[src/rtl/core/aes_pkg.sv]
// ============================================================================
// AES-128 shared definitions
// S-boxes, round constants, GF(2^8) helpers and the round transforms used by
// the key cells and the round cells.
// ============================================================================
`default_nettype none

package aes_pkg;

  localparam int unsigned NumRounds = 10;
  localparam int unsigned BlockW = 128;
  localparam int unsigned HalfW = 64;
  localparam int unsigned CfgIdxW = 8;
  localparam int unsigned SettleW = 4;

  // Configuration register indexes.
  localparam logic [CfgIdxW-1:0] RegKeyHigh = 8'd0;
  localparam logic [CfgIdxW-1:0] RegKeyLow = 8'd1;

  // Command codes carried in tuser.
  localparam logic CmdEncrypt = 1'b0;
  localparam logic CmdDecrypt = 1'b1;

  typedef logic [BlockW-1:0] block_t;

  // Control that travels beside the block from cell to cell.
  typedef struct packed {
    logic valid;
    logic cmd;
  } ctl_t;

  localparam logic [7:0] RCON [NumRounds] = '{
    8'h01, 8'h02, 8'h04, 8'h08, 8'h10, 8'h20, 8'h40, 8'h80, 8'h1b, 8'h36
  };

  localparam logic [7:0] SBOX [256] = '{
    8'h63,8'h7c,8'h77,8'h7b,8'hf2,8'h6b,8'h6f,8'hc5,8'h30,8'h01,8'h67,8'h2b,8'hfe,8'hd7,8'hab,8'h76,
    8'hca,8'h82,8'hc9,8'h7d,8'hfa,8'h59,8'h47,8'hf0,8'had,8'hd4,8'ha2,8'haf,8'h9c,8'ha4,8'h72,8'hc0,
    8'hb7,8'hfd,8'h93,8'h26,8'h36,8'h3f,8'hf7,8'hcc,8'h34,8'ha5,8'he5,8'hf1,8'h71,8'hd8,8'h31,8'h15,
    8'h04,8'hc7,8'h23,8'hc3,8'h18,8'h96,8'h05,8'h9a,8'h07,8'h12,8'h80,8'he2,8'heb,8'h27,8'hb2,8'h75,
    8'h09,8'h83,8'h2c,8'h1a,8'h1b,8'h6e,8'h5a,8'ha0,8'h52,8'h3b,8'hd6,8'hb3,8'h29,8'he3,8'h2f,8'h84,
    8'h53,8'hd1,8'h00,8'hed,8'h20,8'hfc,8'hb1,8'h5b,8'h6a,8'hcb,8'hbe,8'h39,8'h4a,8'h4c,8'h58,8'hcf,
    8'hd0,8'hef,8'haa,8'hfb,8'h43,8'h4d,8'h33,8'h85,8'h45,8'hf9,8'h02,8'h7f,8'h50,8'h3c,8'h9f,8'ha8,
    8'h51,8'ha3,8'h40,8'h8f,8'h92,8'h9d,8'h38,8'hf5,8'hbc,8'hb6,8'hda,8'h21,8'h10,8'hff,8'hf3,8'hd2,
    8'hcd,8'h0c,8'h13,8'hec,8'h5f,8'h97,8'h44,8'h17,8'hc4,8'ha7,8'h7e,8'h3d,8'h64,8'h5d,8'h19,8'h73,
    8'h60,8'h81,8'h4f,8'hdc,8'h22,8'h2a,8'h90,8'h88,8'h46,8'hee,8'hb8,8'h14,8'hde,8'h5e,8'h0b,8'hdb,
    8'he0,8'h32,8'h3a,8'h0a,8'h49,8'h06,8'h24,8'h5c,8'hc2,8'hd3,8'hac,8'h62,8'h91,8'h95,8'he4,8'h79,
    8'he7,8'hc8,8'h37,8'h6d,8'h8d,8'hd5,8'h4e,8'ha9,8'h6c,8'h56,8'hf4,8'hea,8'h65,8'h7a,8'hae,8'h08,
    8'hba,8'h78,8'h25,8'h2e,8'h1c,8'ha6,8'hb4,8'hc6,8'he8,8'hdd,8'h74,8'h1f,8'h4b,8'hbd,8'h8b,8'h8a,
    8'h70,8'h3e,8'hb5,8'h66,8'h48,8'h03,8'hf6,8'h0e,8'h61,8'h35,8'h57,8'hb9,8'h86,8'hc1,8'h1d,8'h9e,
    8'he1,8'hf8,8'h98,8'h11,8'h69,8'hd9,8'h8e,8'h94,8'h9b,8'h1e,8'h87,8'he9,8'hce,8'h55,8'h28,8'hdf,
    8'h8c,8'ha1,8'h89,8'h0d,8'hbf,8'he6,8'h42,8'h68,8'h41,8'h99,8'h2d,8'h0f,8'hb0,8'h54,8'hbb,8'h16
  };

  localparam logic [7:0] INV_SBOX [256] = '{
    8'h52,8'h09,8'h6a,8'hd5,8'h30,8'h36,8'ha5,8'h38,8'hbf,8'h40,8'ha3,8'h9e,8'h81,8'hf3,8'hd7,8'hfb,
    8'h7c,8'he3,8'h39,8'h82,8'h9b,8'h2f,8'hff,8'h87,8'h34,8'h8e,8'h43,8'h44,8'hc4,8'hde,8'he9,8'hcb,
    8'h54,8'h7b,8'h94,8'h32,8'ha6,8'hc2,8'h23,8'h3d,8'hee,8'h4c,8'h95,8'h0b,8'h42,8'hfa,8'hc3,8'h4e,
    8'h08,8'h2e,8'ha1,8'h66,8'h28,8'hd9,8'h24,8'hb2,8'h76,8'h5b,8'ha2,8'h49,8'h6d,8'h8b,8'hd1,8'h25,
    8'h72,8'hf8,8'hf6,8'h64,8'h86,8'h68,8'h98,8'h16,8'hd4,8'ha4,8'h5c,8'hcc,8'h5d,8'h65,8'hb6,8'h92,
    8'h6c,8'h70,8'h48,8'h50,8'hfd,8'hed,8'hb9,8'hda,8'h5e,8'h15,8'h46,8'h57,8'ha7,8'h8d,8'h9d,8'h84,
    8'h90,8'hd8,8'hab,8'h00,8'h8c,8'hbc,8'hd3,8'h0a,8'hf7,8'he4,8'h58,8'h05,8'hb8,8'hb3,8'h45,8'h06,
    8'hd0,8'h2c,8'h1e,8'h8f,8'hca,8'h3f,8'h0f,8'h02,8'hc1,8'haf,8'hbd,8'h03,8'h01,8'h13,8'h8a,8'h6b,
    8'h3a,8'h91,8'h11,8'h41,8'h4f,8'h67,8'hdc,8'hea,8'h97,8'hf2,8'hcf,8'hce,8'hf0,8'hb4,8'he6,8'h73,
    8'h96,8'hac,8'h74,8'h22,8'he7,8'had,8'h35,8'h85,8'he2,8'hf9,8'h37,8'he8,8'h1c,8'h75,8'hdf,8'h6e,
    8'h47,8'hf1,8'h1a,8'h71,8'h1d,8'h29,8'hc5,8'h89,8'h6f,8'hb7,8'h62,8'h0e,8'haa,8'h18,8'hbe,8'h1b,
    8'hfc,8'h56,8'h3e,8'h4b,8'hc6,8'hd2,8'h79,8'h20,8'h9a,8'hdb,8'hc0,8'hfe,8'h78,8'hcd,8'h5a,8'hf4,
    8'h1f,8'hdd,8'ha8,8'h33,8'h88,8'h07,8'hc7,8'h31,8'hb1,8'h12,8'h10,8'h59,8'h27,8'h80,8'hec,8'h5f,
    8'h60,8'h51,8'h7f,8'ha9,8'h19,8'hb5,8'h4a,8'h0d,8'h2d,8'he5,8'h7a,8'h9f,8'h93,8'hc9,8'h9c,8'hef,
    8'ha0,8'he0,8'h3b,8'h4d,8'hae,8'h2a,8'hf5,8'hb0,8'hc8,8'heb,8'hbb,8'h3c,8'h83,8'h53,8'h99,8'h61,
    8'h17,8'h2b,8'h04,8'h7e,8'hba,8'h77,8'hd6,8'h26,8'he1,8'h69,8'h14,8'h63,8'h55,8'h21,8'h0c,8'h7d
  };

  localparam logic [7:0] FWD_COEF [4] = '{8'h02, 8'h03, 8'h01, 8'h01};
  localparam logic [7:0] INV_COEF [4] = '{8'h0e, 8'h0b, 8'h0d, 8'h09};

  // Byte i of a block sits in bits 127-8i down to 120-8i.
  function automatic logic [7:0] get_byte(input block_t s, input int unsigned i);
    get_byte = s[BlockW-1-8*i -: 8];
  endfunction

  function automatic logic [7:0] xtime(input logic [7:0] v);
    xtime = {v[6:0], 1'b0} ^ (v[7] ? 8'h1b : 8'h00);
  endfunction

  // Multiply by a constant coefficient; folds to a few XORs in synthesis.
  function automatic logic [7:0] gf_mul(input logic [7:0] a, input logic [7:0] b);
    logic [7:0] p;
    logic [7:0] x;
    p = 8'h00;
    x = a;
    for (int i = 0; i < 8; i++) begin
      if (b[i]) p = p ^ x;
      x = xtime(x);
    end
    gf_mul = p;
  endfunction

  function automatic block_t sub_shift(input block_t s);
    block_t t;
    t = '0;
    for (int c = 0; c < 4; c++) begin
      for (int r = 0; r < 4; r++) begin
        t[BlockW-1-8*(c*4+r) -: 8] = SBOX[get_byte(s, ((c + r) % 4) * 4 + r)];
      end
    end
    sub_shift = t;
  endfunction

  function automatic block_t inv_shift_sub(input block_t s);
    block_t t;
    t = '0;
    for (int c = 0; c < 4; c++) begin
      for (int r = 0; r < 4; r++) begin
        t[BlockW-1-8*(((c + r) % 4) * 4 + r) -: 8] = INV_SBOX[get_byte(s, c*4 + r)];
      end
    end
    inv_shift_sub = t;
  endfunction

  function automatic block_t mix_fwd(input block_t s);
    block_t t;
    logic [7:0] acc;
    t = '0;
    for (int c = 0; c < 4; c++) begin
      for (int r = 0; r < 4; r++) begin
        acc = 8'h00;
        for (int k = 0; k < 4; k++) begin
          acc = acc ^ gf_mul(get_byte(s, c*4 + k), FWD_COEF[(k - r + 4) % 4]);
        end
        t[BlockW-1-8*(c*4+r) -: 8] = acc;
      end
    end
    mix_fwd = t;
  endfunction

  function automatic block_t mix_inv(input block_t s);
    block_t t;
    logic [7:0] acc;
    t = '0;
    for (int c = 0; c < 4; c++) begin
      for (int r = 0; r < 4; r++) begin
        acc = 8'h00;
        for (int k = 0; k < 4; k++) begin
          acc = acc ^ gf_mul(get_byte(s, c*4 + k), INV_COEF[(k - r + 4) % 4]);
        end
        t[BlockW-1-8*(c*4+r) -: 8] = acc;
      end
    end
    mix_inv = t;
  endfunction

endpackage

`default_nettype wire

[src/rtl/core/aes_key_cell.sv]
// ============================================================================
// AES-128 key expansion cell
// Registers the next round key from the previous one: one schedule step.
// ============================================================================
`default_nettype none

module aes_key_cell (
  input  wire logic            clk,
  input  wire logic [7:0]      rcon,
  input  wire aes_pkg::block_t key_in,
  output      aes_pkg::block_t key_out
);
  import aes_pkg::*;

  logic [31:0] w0, w1, w2, w3, t, n0, n1, n2, n3;

  // RotWord, SubWord and the round constant on the last word.
  always_comb begin
    w0 = key_in[127:96];
    w1 = key_in[95:64];
    w2 = key_in[63:32];
    w3 = key_in[31:0];
    t  = {SBOX[w3[23:16]] ^ rcon, SBOX[w3[15:8]], SBOX[w3[7:0]], SBOX[w3[31:24]]};
    n0 = w0 ^ t;
    n1 = w1 ^ n0;
    n2 = w2 ^ n1;
    n3 = w3 ^ n2;
  end

  always_ff @(posedge clk) begin
    key_out <= {n0, n1, n2, n3};
  end

endmodule

`default_nettype wire

[config.mk]
export PLATFORM = sky130hd
export DESIGN_NAME = aes_key_cell
export DESIGN_NICKNAME = d
export VERILOG_FILES = /design/src/rtl/core/aes_pkg.sv /design/src/rtl/core/aes_key_cell.sv
export SDC_FILE = /design/constraint.sdc
export NUM_CORES = 1
export LEC_CHECK = 0
export BUFFER_PORTS_ARGS = -buffer_cell sky130_fd_sc_hd__clkbuf_2
export CELL_PAD_IN_SITES_DETAIL_PLACEMENT = 1
export CELL_PAD_IN_SITES_GLOBAL_PLACEMENT = 1
export CORE_UTILIZATION = 38
export CTS_CLUSTER_DIAMETER = 30
export DETAILED_ROUTE_END_ITERATION = 8
export GPL_TIMING_DRIVEN = 0
export PLACE_DENSITY = 0.77
export REMOVE_ABC_BUFFERS = 1
export SLEW_MARGIN = 20
export SYNTH_ARGS = -nofsm -noshare
export SYNTH_HDL_FRONTEND = slang
export SYNTH_SLANG_ARGS = --single-unit
[constraint.sdc]
create_clock -name clk -period 6.37 [get_ports clk]
set_input_delay 0.637 -clock clk [delete_from_list [all_inputs] [get_ports clk]]
set_output_delay 0.637 -clock clk [all_outputs]
set_load 0.02 [all_outputs]
# After elaboration in Yosys (flattened, before gate mapping)
# Memory sizes are Yosys's and may differ from the RTL's.
# Cells that the tools add are included.
[totals]
reg_bits = 128
latch_bits = 0
mem_bits_rw = 0
mem_bits_ro = 8192
input_bits = 137
output_inout_bits = 128
wordCells = 26
memories = 4
[classes]
n_addsub = 0
mul = 0
div = 0
order_cmp = 4
eq_ne = 0
n_shift = 0
muxes = 8
bitwise = 9
reduce_logical = 0
[mem_list]
columns = ["name", "words", "width", "read_ports", "rd_clocked_by_memory_dff", "wr", "line", "text"]
rows = [
  ["(name not given)", 256, 8, 1, 0, 0, "aes_key_cell.sv:23", "t = {SBOX[w3[23:16]] ^ rcon, SBOX[w3[15:8]], SBOX[w3[7:0]], SBOX[w3[31:24]]};"],
  ["(name not given)", 256, 8, 1, 0, 0, "aes_key_cell.sv:23", ""],
  ["(name not given)", 256, 8, 1, 0, 0, "aes_key_cell.sv:23", ""],
  ["(name not given)", 256, 8, 1, 0, 0, "aes_key_cell.sv:23", ""],
]
[op_table]
columns = ["cell", "count"]
rows = [
  ["$xor A32 B32 Y32", 4],
  ["$mux W8", 8],
  ["$ge A9 B9 Y1 const B", 4],
  ["$not A8 Y9", 4],
  ["$xor A8 B8 Y8", 1],
]

# Longest topological paths before layout
[logic_depth]
ltp_word = 9
mapped_depth = 14
depth_no_buf = 9

# Least setup slack after synthesis
# OpenSTA, ideal clock, no wires.
[synth_timing]
kind = "input-to-reg"
start = "in key_in[25]"
end = "reg key_out[66]"
setup_ps = 126
arrival_time_ps = 3538
required_ps = 6244
path_slack_ps = 2706
cell_stages = 12
path_buffers = 4
path_cell_list = "clkbuf_1 > buf_2 > buf_2 > inv_1 > ha_1 > clkbuf_1 > mux4_2 > mux4_2 > a32oi_1 > o221ai_1 > xor2_1 > xor2_1"
[synth_between]
elab_chain_cells = 6
[synth_lines]
columns = ["item", "line", "text"]
rows = [
  ["start, declared", "aes_key_cell.sv:10", "input wire aes_pkg::block_t key_in,"],
  ["$not A8 Y9 (not written as such)", "aes_key_cell.sv:23", ""],
  ["$mem_v2 Z256 W8", "-", ""],
  ["$mux W8 (not written as such) (2 in a row)", "aes_key_cell.sv:23", ""],
  ["$xor A32 B32 Y32", "aes_key_cell.sv:24", "n0 = w0 ^ t;"],
  ["via n0[2]", "aes_key_cell.sv:15", "logic [31:0] w0, w1, w2, w3, t, n0, n1, n2, n3;"],
  ["$xor A32 B32 Y32", "aes_key_cell.sv:25", "n1 = w1 ^ n0;"],
  ["via n1[2]", "aes_key_cell.sv:15", ""],
  ["end signal, assigned", "aes_key_cell.sv:31", "key_out <= {n0, n1, n2, n3};"],
  ["end, declared", "aes_key_cell.sv:11", "output aes_pkg::block_t key_out"],
]
# The timed path passes the listed nets, and every way through them passes these cells. The select of a mux whose other input is x is not followed.

# Worst setup path after layout
[layout_timing]
start = "in key_in[1]"
end = "reg key_out[12]"
[layout_between]
elab_chain_cells = 8
[layout_lines]
columns = ["item", "line", "text"]
rows = [
  ["$not A8 Y9 (not written as such)", "aes_key_cell.sv:23", ""],
  ["$mem_v2 Z256 W8", "-", ""],
  ["$mux W8 (not written as such) (2 in a row)", "aes_key_cell.sv:23", ""],
  ["$xor A32 B32 Y32", "aes_key_cell.sv:24", ""],
  ["$xor A32 B32 Y32", "aes_key_cell.sv:25", ""],
  ["$xor A32 B32 Y32", "aes_key_cell.sv:26", "n2 = w2 ^ n1;"],
  ["via n2[12]", "aes_key_cell.sv:15", ""],
  ["$xor A32 B32 Y32", "aes_key_cell.sv:27", "n3 = w3 ^ n2;"],
  ["via n3[12]", "aes_key_cell.sv:15", ""],
]
# The timed path passes the listed nets, and every way through them passes these cells. The select of a mux whose other input is x is not followed.

==> summary.txt <==
Synth
  – Yosys top cell area share: 0.135
  – Post-synth EDFFs: 0
  – Avg Cell Area, Syn: 7.71 sq um
  – Mux cell area share after synthesis: 0.0936
  – Largest family of logic cells by synthesized area: compound AO/OA/AOI/OAI gates
  – Largest cells by area after synthesis: dfxtp_1, mux4_2, xnor2_1, a21oi_1, ha_1
  – Seq/Total Area, Yosys: 0.135
  – Dominant cell by count in the synthesized netlist: nand2_1
  – Synth Area in Simple Gates: 0.209
  – Primary FF master, synth: dfxtp_1
  – Adder-cell share of the synthesized area: 0.0395
  – Yosys reg bits: 128
  – Compound-Gate Fraction of Synth Area: 0.318
  – Mapped Cells: 2466
  – Most frequent cells after synthesis: nand2_1, a21oi_1, nor2_1
  – Area of the mapped netlist: 19000 sq um
  – Synth Area in XOR/XNOR: 0.121
  – Yosys Warn Count: 0
  – Area leader, netlist: dfxtp_1
  – Asr flop ratio synth: 0
  – Netlist cell types: 107

Final layout
  – Largest register FFs: 128
  – Top reg by flops: key_out
  – Post-route insts no fill: 3153
  – Regs by FF count: key_out: 128 flops
  – Share of layout cells above drive strength 1: 0.180
  – Area Growth Syn to Fin: 9.22%
  – Post-Layout Inst Area: 20800 sq um
  – Final nets: 2673
  – N_diodes: 0

GRT
  – Number of global-route vias before repair: 21400
  – GRT Util Overall: 0.338
  – Antenna violations before repair: 0
  – Largest net degree at the start of global routing: 134
  – Grt ovf: 0
  – First-pass GRT wire length: 133000 um

Timing
  – Final Cycle Share: 0.823
  – Tightest Pin Transition: 1140 ps
  – Final worst path period need: 5240 ps
  – Max-slew violation count: 0
  – Worst relative slew slack: 0.240
  – # setup viols final: 0
  – F_max: 191 MHz
  – RSZ-0062 raised after global routing: no
  – Hold Fails Final Rpt: 0
  – Final worst slack: 1130 ps

Placed design
  – Placed cells: 3121
  – Port buffer count: 264
  – Post-DP Area: 20100 sq um
  – Post-Place Worst Slack: 808 ps
  – GP Congestion: 0.989
  – Post-DP HPWL: 59600 um

Detailed routing
  – Pre-antenna DRT Iters: 7
  – Final WL: 87200 um
  – DRC viols: 0
  – Vias per inst: 6.91
  – Avg WL per Cell: 27.7 um
  – Iteration-0 DRC Markers: 3399
  – Antenna viol nets, final: 0
  – Vias: 21800

Worst hold path
  – Hold Path End: key_out[84]
  – Hold path depth: 2
  – Min-delay src: key_in[84]
  – Min-Delay Path Class: in -> reg

Setup path
  – CP Capture Type: flop
  – Worst EP arrival: 5620 ps
  – Crit path largest cell delay: 950 ps
  – Setup crit start kind: input port
  – CP Class: in -> reg
  – Crit-path cells: clkbuf_2 -> inv_1 -> ha_1 -> nor2b_1 -> a211oi_1 -> a311oi_1 -> o22ai_1 -> a221oi_1 -> xnor2_1 -> xnor2_1
  – Worst-path maximum fanout: 36
  – CP delay by family, top: compound AO/OA/AOI/OAI gates
  – WP buf/inv: 2
  – Worst EP required: 6750 ps
  – CP max-delay cell: ha_1
  – Most frequent CP cell: xnor2_1

Floorplan
  – Die ar.: 50900 sq um
  – Die height: 226 um
  – IO Pins: 265
  – Cell Rows: 81
  – Initial core utilization: 0.387
  – Die width: 226 um
  – Core area: 49200 sq um

Clocking
  – Hold_buf cts: 0
  – Post-CTS setup buffer count: 0
  – CTS tree: yes
  – Clock root cell: clkbuf_16
  – Clk slew on worst S/H paths: 80 ps
  – # clock sinks: 128
  – Clk buf depth: 2
  – Clock buffer count from CTS: 17
  – Htree depth: 4
  – Post-cts resize count: 0

Power and ir drop
  – Flop pwr share: 0.242
  – Pleak: 8.03 nW
  – Comb pwr share: 0.488
  – Sw power: 1.99 mW
  – Switching share of power: 0.430
  – Cell internal pwr: 2.63 mW
  – Max VDD drop: 0.175 mV
  – P per Cell Area: 222 nW/um^2
  – Clock share of power: 0.270

Run
  – Max-Cap Viols: 0

Status
  – Outcome: finished clean
==> worst max path at each step <==
| stage | to | startpoint | cells after the start | slack [ps] |
|---|---|---|---|---|
| after floorplan | key_out[18] | key_in[11] | 7 | 2970 |
| after global placement | key_out[0] | key_in[27] | 8 | -220 |
| after detailed placement | key_out[12] | key_in[1] | 10 | 810 |
| after CTS | key_out[12] | key_in[1] | 10 | 1360 |
| after global routing | key_out[12] | key_in[1] | 10 | 1050 |
| final | key_out[12] | key_in[1] | 10 | 1130 |
==> through the flow <==
stage / total power, mW / utilization / hold slack [ps] / TNS [ps]
floorplan: 2.44 / - / 734 / 0
global placement: 3.27 / 0.403 / 857 / -604
detailed placement: 3.34 / 0.408 / 864 / 0
CTS: 4.61 / 0.423 / 303 / 0
global route: 4.81 / 0.423 / 337 / 0
finish: 4.62 / 0.423 / 337 / 0
==> power by group through the flow <==
stage	Sequential [mW]	Clock (mW)	Combinational (mW)
after floorplan	1.43	0	1.00
after global placement	1.12	0	2.14
after detailed placement	1.14	0	2.20
after CTS	1.12	1.27	2.22
after global routing	1.14	1.29	2.38
final	1.12	1.25	2.25
==> layer usage <==
metal | vias to the layer above | GRT usage | wire length (um) | share of wire
li1 | 9293 | - | - | -
met1 | 10700 | 0.438 | 34100 | 0.39
met2 | 1549 | 0.534 | 39700 | 0.45
met3 | 303 | 0.0710 | 9340 | 0.11
met4 | 0 | 0.161 | 4170 | 0.048
met5 | - | 0 | 0 | 0
==> logic make-up after synthesis <==
group | Yosys count
AND/OR/NAND/NOR | 771
buffers and inverters | 346
adder cells (fa/ha/maj) | 60
XOR/XNOR | 216
multiplexers | 110
flip-flops | 128
AO/OA/AOI/OAI | 835
==> cells in the final DEF, fill, tap and decap left out, drive strengths merged, types with 53 or more instances in the layout <==
cell type	Yosys	layout
xnor2	134	134
o21ai	138	138
ha	60	60
nand3	79	79
xor2	57	57
nand2	156	156
nor3	80	80
nor2b	82	82
inv	60	65
dfxtp	128	128
o211ai	53	53
a21oi	152	152
nand2b	86	86
nor2	141	141
clkbuf	111	282
==> layout make-up <==
class / count / area, sq um
clock buffers: 18 / 439
clock inverters: 14 / 274
fillers: 6004 / 28400
inverters: 63 / 239
multi-input cells: 1992 / 14800
flip-flops and latches: 128 / 2560
well taps: 664 / 831
repair buffers: 274 / 1590
(Power assumes the default switching activity.)
